File: config.mk
export PLATFORM = sky130hd
export DESIGN_NAME = pwnp_ctrl
export DESIGN_NICKNAME = d
export VERILOG_FILES = /design/src/rtl/pwnp_pkg.sv /design/src/rtl/pwnp_ctrl.sv
export SDC_FILE = /design/constraint.sdc
export NUM_CORES = 1
export LEC_CHECK = 0
export BUFFER_PORTS_ARGS = -buffer_cell sky130_fd_sc_hd__buf_4
export CORE_AREA = 2 2 39 41
export CTS_CLUSTER_DIAMETER = 150
export DETAILED_ROUTE_END_ITERATION = 10
export DIE_AREA = 0 0 41 43
export PLACE_DENSITY = 0.49
export SYNTH_ARGS = -nofsm -noshare
export SYNTH_HDL_FRONTEND = slang
export SYNTH_SLANG_ARGS = --single-unit
File: constraint.sdc
create_clock -name clk -period 2.7 [get_ports clk]
set_input_delay 0.27 -clock clk [delete_from_list [all_inputs] [get_ports clk]]
set_output_delay 0.27 -clock clk [all_outputs]
set_load 0.05 [all_outputs]
File: src/rtl/pwnp_pkg.sv
// Shared types, constants and helper functions for the PID step unit.
package pwnp_pkg;

	localparam int DW = 32;
	localparam int FW = 24;
	localparam int ACC_W = 44;
	localparam int PROD_W = 64;
	localparam int ANG_W = 40;
	localparam int CW = 34;
	localparam int CORDIC_STEPS = 24;
	localparam int STEP_W = 5;
	localparam int IDX_W = 3;
	localparam int ANG_SHIFT = 6;

	typedef logic signed [DW-1:0] data_t;
	typedef logic signed [ACC_W-1:0] acc_t;
	typedef logic signed [PROD_W-1:0] prod_t;
	typedef logic signed [ANG_W-1:0] ang_t;
	typedef logic signed [CW-1:0] cord_t;

	localparam logic [IDX_W-1:0] REG_GAIN_Q0 = 3'd0;
	localparam logic [IDX_W-1:0] REG_GAIN_Q1 = 3'd1;
	localparam logic [IDX_W-1:0] REG_GAIN_Q2 = 3'd2;
	localparam logic [IDX_W-1:0] REG_PLANT_A = 3'd3;
	localparam logic [IDX_W-1:0] REG_PLANT_B = 3'd4;
	localparam logic [IDX_W-1:0] REG_PLANT_C = 3'd5;
	localparam logic [IDX_W-1:0] REG_PLANT_D = 3'd6;

	localparam data_t RST_GAIN_Q0 = 32'sd169450;
	localparam data_t RST_GAIN_Q1 = -32'sd337206;
	localparam data_t RST_GAIN_Q2 = 32'sd167772;
	localparam data_t RST_PLANT_A = 32'sd12113150;
	localparam data_t RST_PLANT_B = 32'sd7063208;
	localparam data_t RST_PLANT_C = 32'sd9848226;
	localparam data_t RST_PLANT_D = 32'sd587203;
	localparam data_t RST_DRIVE = 32'sd16777216;

	localparam ang_t TWO_PI_Q30 = 40'sd6746518852;
	localparam ang_t PI_Q30 = 40'sd3373259426;
	localparam ang_t HALF_PI_Q30 = 40'sd1686629713;
	localparam ang_t ANG_OFFSET = 40'sd215888603264;
	localparam cord_t CORDIC_GAIN = 34'sd652032874;
	localparam cord_t SIN_ONE = 34'sd16777216;
	localparam cord_t SIN_RND_BIAS = 34'sd32;

	localparam acc_t ACC_MAX = 44'sd2147483647;
	localparam acc_t ACC_MIN = -44'sd2147483648;
	localparam prod_t ROUND_HALF = 64'sd8388608;

	typedef enum logic [2:0] {
		OP_Q0E0,
		OP_Q1E1,
		OP_Q2E2,
		OP_H1H1,
		OP_AH0,
		OP_BSQ,
		OP_CU,
		OP_DS
	} mul_op_t;

	typedef enum logic [1:0] {
		ST_IDLE,
		ST_MUL,
		ST_ACC,
		ST_DONE
	} ctrl_state_t;

	typedef enum logic [2:0] {
		SIN_IDLE,
		SIN_REDUCE,
		SIN_FOLD,
		SIN_ROTATE,
		SIN_ROUND,
		SIN_DONE
	} sin_state_t;

	typedef struct packed {
		logic load;
		logic mul;
		logic acc;
		logic commit;
		mul_op_t op;
	} ctrl_cmd_t;

	typedef struct packed {
		logic sin_done;
		logic out_free;
	} dp_status_t;

	function automatic acc_t sext_data(input data_t x);
		return {{(ACC_W-DW){x[DW-1]}}, x};
	endfunction

	function automatic logic sat_ovf(input acc_t x);
		return (x > ACC_MAX) || (x < ACC_MIN);
	endfunction

	function automatic data_t sat_data(input acc_t x);
		acc_t r;
		r = x;
		if (x > ACC_MAX) begin
			r = ACC_MAX;
		end else if (x < ACC_MIN) begin
			r = ACC_MIN;
		end
		return r[DW-1:0];
	endfunction

	function automatic cord_t atan_q30(input logic [STEP_W-1:0] i);
		cord_t r;
		case (i)
			5'd0: r = 34'sd843314856;
			5'd1: r = 34'sd497837829;
			5'd2: r = 34'sd263043836;
			5'd3: r = 34'sd133525158;
			5'd4: r = 34'sd67021686;
			5'd5: r = 34'sd33543515;
			5'd6: r = 34'sd16775850;
			5'd7: r = 34'sd8388437;
			5'd8: r = 34'sd4194282;
			5'd9: r = 34'sd2097149;
			5'd10: r = 34'sd1048575;
			5'd11: r = 34'sd524287;
			5'd12: r = 34'sd262143;
			5'd13: r = 34'sd131071;
			5'd14: r = 34'sd65535;
			5'd15: r = 34'sd32767;
			5'd16: r = 34'sd16383;
			5'd17: r = 34'sd8191;
			5'd18: r = 34'sd4095;
			5'd19: r = 34'sd2047;
			5'd20: r = 34'sd1023;
			5'd21: r = 34'sd511;
			5'd22: r = 34'sd255;
			5'd23: r = 34'sd127;
			default: r = '0;
		endcase
		return r;
	endfunction

endpackage

File: src/rtl/pwnp_ctrl.sv
// Controller state machine that sequences the multiply-accumulate steps of one tick.
module pwnp_ctrl
	import pwnp_pkg::*;
(
	input  logic       clk,
	input  logic       arst_n,
	input  logic       in_valid,
	output logic       in_ready,
	input  dp_status_t status,
	output ctrl_cmd_t  cmd
);

	ctrl_state_t state_q, state_d;
	mul_op_t op_q;
	logic stall;

	assign stall = (op_q == OP_DS) && !status.sin_done;

	always_comb begin
		state_d = state_q;
		case (state_q)
			ST_IDLE: if (in_valid) state_d = ST_MUL;
			ST_MUL: if (!stall) state_d = ST_ACC;
			ST_ACC: state_d = (op_q == OP_DS) ? ST_DONE : ST_MUL;
			ST_DONE: if (status.out_free) state_d = ST_IDLE;
			default: state_d = ST_IDLE;
		endcase
	end

	always_comb begin
		in_ready = 1'b0;
		cmd.load = 1'b0;
		cmd.mul = 1'b0;
		cmd.acc = 1'b0;
		cmd.commit = 1'b0;
		cmd.op = op_q;
		case (state_q)
			ST_IDLE: begin
				in_ready = 1'b1;
				cmd.load = in_valid;
			end
			ST_MUL: cmd.mul = !stall;
			ST_ACC: cmd.acc = 1'b1;
			ST_DONE: cmd.commit = status.out_free;
			default: ;
		endcase
	end

	always_ff @(posedge clk or negedge arst_n) begin
		if (!arst_n) begin
			state_q <= ST_IDLE;
			op_q <= OP_Q0E0;
		end else begin
			state_q <= state_d;
			if (state_q == ST_IDLE) begin
				op_q <= OP_Q0E0;
			end else if (state_q == ST_ACC && op_q != OP_DS) begin
				op_q <= mul_op_t'(op_q + 3'd1);
			end
		end
	end

endmodule

# Yosys cells after proc, flatten, opt, wreduce, memory -nomap -nowiden

Index checks and enable logic that the tools add are counted.

Input port bits: 5
Output and inout port bits: 8
Flip-flop bits (word level): 5

Mux-type cells: 12
Reduce and logical (&&, ||, !) cells: 7
Add/sub/neg operators: 1
Equality and inequality tests: 8

Operators by type and width:

| kind                                                                  | number |
|---|---|
| 2-bit 2-to-1 mux                                                      | 4 |
| 2-bit one-hot mux with 4 select lines                                 | 1 |
| 3-bit 2-to-1 mux                                                      | 2 |
| 2-bit != test, second input constant                                  | 3 |
| 1-bit 2-to-1 mux                                                      | 5 |
| 2-bit equality test, second input constant                            | 2 |
| 3-bit by 1-bit adder with 3-bit output, second input constant         | 1 |
| 3-bit equality test, second input constant                            | 1 |
| 3-bit != test, second input constant                                  | 1 |
| 3-bit AND reduction                                                   | 1 |
| 2-bit by 1-bit equality test with 1-bit output, second input constant | 1 |
| 1-bit logical AND                                                     | 2 |
| 1-bit logical NOT                                                     | 2 |
| 2-bit logical NOT                                                     | 1 |
| 2-bit nonzero test                                                    | 1 |

# Logic depth before layout (Yosys ltp)

Gate-level depths: netlist (run 1).

Depth after elaboration: 4
Mapped depth: 5
Depth with buffers taken out: 5

# Worst setup path after synthesis (run 1)

No wires, ideal clock.

Kind: reg-to-output
Start point: reg op_q[0]
End point: out cmd[5] (netlist name)
Data required time: 2430 ps
Cell stages (with the launch flop): 4
Path slack: 593 ps
Arrival: 1837 ps
Buffers on the path: 0
Cells stage by stage: dfrtp_1 > ha_1 > ha_1 > a211oi_2

RTL lines:

| element                | line            | source |
|---|---|---|
| from (decl)            | pwnp_ctrl.sv:14 | `mul_op_t op_q;` |
| from (signal assigned) | pwnp_ctrl.sv:58 | `op_q <= mul_op_t'(op_q + 3'd1);` |
| to (decl)              | pwnp_ctrl.sv:10 | `output ctrl_cmd_t cmd` |

==> results of run 1 <==
## power breakdown
group,internal [uW],switching (uW)
sequential,104,46.3
combinational,107,224
clock,56.1,34.3
## cells by family after synthesis
group / after synthesis / synth area share (%)
flip-flops: 5 / 43.3
AO/OA/AOI/OAI: 7 / 15.6
AND/OR/NAND/NOR: 14 / 26.0
buffers and inverters: 3 / 6.49
adder cells (fa/ha/maj): 2 / 8.66
## through the flow
stage | hold WS, ps | cells | area, um2 | power, uW | setup WS (ps)
global placement | 77.3 | 58 | 388 | 485 | 1140
floorplan | -25.6 | 31 | 289 | 399 | 593
global route | 339 | 63 | 424 | 613 | 738
finish | 317 | 63 | 424 | 572 | 849
detailed placement | 77.3 | 58 | 388 | 483 | 1110
CTS | 315 | 63 | 424 | 580 | 831
## what timing repair did
item / CTS / global route
gates resized for setup: 0 / 0
hold buffers: 1 / 0
hold endpoints to repair: 5 / 0
setup endpoints to repair: 0 / 0
## critical path, cell delays in order, from the launching register on
cell      delay (ps)
dfrtp_1          400
ha_1             210
ha_1             220
a211oi_2         260
buf_4            240
## sequential cells by signal, summed over array words and instances (netlist names)
name and count:
op_q 3, state_q 2
## cell type report
type / count / area (um2)
fill: 138 / 960
multi-input combinational: 23 / 145
sequential: 5 / 125
timing repair buffer: 13 / 100
clock buffer: 4 / 26.3
tap: 16 / 20.0
inverter: 2 / 7.51
## placed cells by master (no fill, tap or decap)
cell type and count:
a21oi_1 1, clkbuf_1 1, clkbuf_4 3, dlygate4sd3_1 1
dfrtp_1 5, nor2_1 3, and3_4 1, and2_1 2
buf_4 12, and2b_2 1, nor3_1 2, o21ai_0 3
nand2_1 3, nand3_1 2, o21ai_1 1, a211oi_2 1
inv_1 2, o21a_1 1, ha_1 2
## final timing paths
kind | startpoint | endpoint | slack, ps | cells past startpoint
min in group asynchronous | arst_n | op_q[2] | 360 | 2
hold / removal | in_valid | state_q[0] | 320 | 3
setup / recovery | op_q[0] | cmd[5] | 850 | 4
hold reg to reg | op_q[0] | op_q[0] | 510 | 1
max in group asynchronous | arst_n | state_q[0] | 2230 | 2
setup reg to reg | op_q[0] | op_q[0] | 1350 | 5
## metal layers
metal  part of all wire [%]  vias up  GRT usage (%)  wire length, um
met5                      0        -              0                0
met4                    2.9        0           8.00               18
met3                     14        4           7.85               87
met2                     35       17           10.0              212
met1                     48      111           11.6              294
li1                       -      139              -                -
==> impl_metrics.json, run 1 <==
{
  "antenna_found_initial": 0,
  "ctsHtreeMaxLevel": 1,
  "synth_seq_cells": 5,
  "synthMostInstantiatedCell": "dfrtp_1",
  "path_clk_slew_ps": 40,
  "grt_pass1_vias": 243,
  "status": "completed",
  "setup_viol": 0,
  "crit_arrival_ps": 1580,
  "synth_warnings": 0,
  "path_class": "reg -> out",
  "dr.first_iter.drc_count": 5,
  "syn_avg_cell_area_um2": 9.32,
  "clock_latency_ps": 250,
  "postRouteAntennaNets": 0,
  "syn_to_final_growth_pct": 46.8,
  "cts_tree": "yes",
  "grt_max_degree": 11,
  "ys_async_sr_fraction_pct": 100,
  "netlist_area_um2": 289,
  "min_path_type": "in -> reg",
  "hold_violations": 0,
  "ir_worst_vdd_mv": 0.607,
  "synth_edf_count": 0,
  "start_util_pct": 20.9,
  "final_nets": 55,
  "period_needed_ps": 1850,
  "track_usage_pct": 9.55,
  "fp.dieH_um": 43,
  "via_per_inst": 4.30,
  "synth_area_leader_cell": "dfrtp_1",
  "drv_cap": 0,
  "rsz0062_at_grt": "false",
  "port_buffers": 12,
  "ys_seq_area_share_pct": 43.3,
  "dieArea_mm2": 0.00176,
  "diodes": 0,
  "clock_sinks": 5,
  "fin_skew_ps": 0.198,
  "synth.net_count": 38,
  "first_pass_iters": 3,
  "rows": 14,
  "netlist_top_cells_area": "dfrtp_1, ha_1, o21ai_0, a211oi_2, and2_1",
  "core_area_mm2": 0.00138,
  "slew_viol_final": 0,
  "synthFlopType": "dfrtp_1",
  "ios": 13,
  "p_leak_uw": 0.000227,
  "relSlewSlack_pct": 80.0,
  "die_x_um": 41,
  "clk_path_buf_depth": 2,
  "synth_cells": 31,
  "synth_top_area_share_pct": 43.3,
  "vias": 271,
  "critPathRequiredTime_ps": 2430,
  "drive_gt1_share_pct": 38.3,
  "grt_pass1_wl_mm": 1.01,
  "timing.final.crit_share_pct": 68.6,
  "synth_common_cells": "dfrtp_1, nand2_1, nor2_1, o21ai_0",
  "grt_overflow": 0,
  "wirelength_um": 613,
  "ctsRootBufferMaster": "clkbuf_4",
  "path_max_fanout": 4,
  "start_kind": "flip-flop",
  "post_cts_buffers": 0,
  "numCtsBuffers": 3,
  "fmax_ghz": 0.540,
  "utilization_pct": 30.7,
  "ys_types": 16,
  "fin_setup_tns_ps": 0,
  "gp_congestion": 0.648,
  "post_drt_wl_per_cell_um": 9.73,
  "drc_errors": 0,
  "p_per_area_mw_per_mm2": 1350,
  "worstSetupEndpointType": "output port",
  "worstMarginPinSlew_ps": 300
}
No activity file was read; power rests on OpenSTA's default activity.
==> run 2: changes to the inputs <==
Settings changed: PLACE_DENSITY 0.49 to 0.51.
Clock period 2.7 ns to 1.6 ns, I/O delays scaled along.
==> run 2 against run 1 <==
Net effect:
- flip-flop and latch count unchanged
- worst hold slack got worse by 54 ps
- power rose by 83%
- clock skew rose by 2.9 ps
- final cell count rose by 1.6%
==> impl_metrics.json, run 2 (synthesis results as in run 1) <==
{
  "final_nets": 56,
  "p_leak_uw": 0.000228,
  "cp_top_family": "flip-flops",
  "min_path_type": "in -> async",
  "hold_violations": 0,
  "num-fill-cells": 153,
  "path_max_fanout": 4,
  "dr.first_iter.drc_count": 0,
  "fp.dieH_um": 43,
  "path_class": "reg -> out",
  "track_usage_pct": 10.3,
  "clock_latency_ps": 240,
  "cpPeakStageDelay_ps": 430,
  "syn_to_final_growth_pct": 64.1,
  "path_cells": "ha_4 > ha_4 > a211oi_4 > buf_6",
  "antenna_found_initial": 0,
  "fmax_ghz": 0.634,
  "crit_start": "op_q[1]",
  "critPathRequiredTime_ps": 1440,
  "post_drt_wl_per_cell_um": 10.6,
  "cts_tree": "yes",
  "rsz0062_at_grt": "true",
  "ctsRootBufferMaster": "clkbuf_4",
  "start_kind": "flip-flop",
  "die_x_um": 41,
  "port_buffers": 12,
  "reg_top3": "op_q x3, state_q x2",
  "dpl.hpwl_um": 505,
  "fin_setup_tns_ps": 0,
  "r2r-start": "op_q[1]",
  "diodes": 0,
  "crit_arrival_ps": 1420,
  "slew_viol_final": 0,
  "wirelength_um": 676,
  "worstSetupEndpointType": "output port",
  "vias": 278,
  "worstMarginPinSlew_ps": 367,
  "largest_register": "op_q",
  "place_ws_ps": 242,
  "rows": 14,
  "numCtsBuffers": 3,
  "period_needed_ps": 1580,
  "largest_reg_flops": 3,
  "via_per_inst": 4.34,
  "clock_sinks": 5,
  "crit_buf_inv": 1,
  "dieArea_mm2": 0.00176,
  "core_area_mm2": 0.00138,
  "drv_cap": 0,
  "fin_skew_ps": 3.08,
  "relSlewSlack_pct": 75.5,
  "drive_gt1_share_pct": 52.1,
  "status": "completed",
  "setup_viol": 0,
  "grt_overflow": 0,
  "gp_congestion": 0.635,
  "ctsHtreeMaxLevel": 1,
  "final_common_cell": "buf_4",
  "grt_pass1_vias": 276,
  "worst_slack_ps": 23.7,
  "cpMostUsedCell": "ha_4",
  "ir_worst_vdd_mv": 0.856,
  "drc_errors": 0,
  "grt_pass1_wl_mm": 1.14,
  "postRouteAntennaNets": 0,
  "path_clk_slew_ps": 50,
  "first_pass_iters": 1,
  "ios": 13,
  "grt_max_degree": 11,
  "timing.final.crit_share_pct": 98.5,
  "clk_path_buf_depth": 2,
  "start_util_pct": 20.9,
  "p_per_area_mw_per_mm2": 2200,
  "mostFrequentLayoutCells": "buf_4, o21ai_0, nand2_1, clkbuf_4, dfrtp_1",
  "cp_slowest_cell": "dfrtp_2"
}
run 2: cell types whose count changed in the layout (fill, tap and decap cells not counted), sizes merged:
cell,delta
buf,+1
run 2: per-layer routing:
layer  track usage (%)  wire length (um)
met5                 0                 0
met3              6.28                71
met1              12.9               321
met2              11.9               283
met4              8.00                 0
run 2: cell type report:
class | instances | area, um2 | area share (%)
Sequential cell | 5 | 128 | 26.9
Clock buffer | 4 | 26.3 | 5.54
Timing Repair Buffer | 14 | 111 | 23.5
Inverter | 2 | 7.51 | 1.58
Tap cell | 16 | 20.0 | 4.22
Multi-Input combinational cell | 23 | 181 | 38.3
run 2: path summary, 6_finish.rpt:
| kind | end | slack [ps] | depth (start not counted) |
|---|---|---|---|
| max | cmd[5] | 20 | 4 |
| min | state_q[0] | 260 | 2 |
| max reg2reg | state_q[1] | 340 | 5 |
| min reg2reg | op_q[1] | 570 | 2 |
| max in group asynchronous | op_q[1] | 1220 | 2 |
| min in group clk | state_q[0] | 270 | 3 |
run 2: power by group:
| group | switching [uW] | leakage (uW) | internal, uW |
|---|---|---|---|
| clock network | 53.7 | 0.0000150 | 94.4 |
| logic | 396 | 0.000151 | 222 |
| registers | 99.3 | 0.0000620 | 179 |
run 2: through the flow:
step           total power (uW)  util, %  hold slack (ps)  area [um2]  instances
2_1_floorplan               724        -             -136         328         31
3_3_place_gp                881     30.8            -34.6         427         58
3_5_place_dp                872     30.8            -34.1         427         58
4_1_cts                    1060     34.3              257         474         64
5_1_grt                    1110     34.3              265         474         64
6_report                   1040     34.3              262         474         64
run 2: repair_timing:
item	in CTS	in global routing
gates resized for setup	1	0
endpoints found under the setup margin	1	1
endpoints found under the hold margin	5	0
buffers inserted	1	0
hold buffers	1	0
gates cloned	0	0
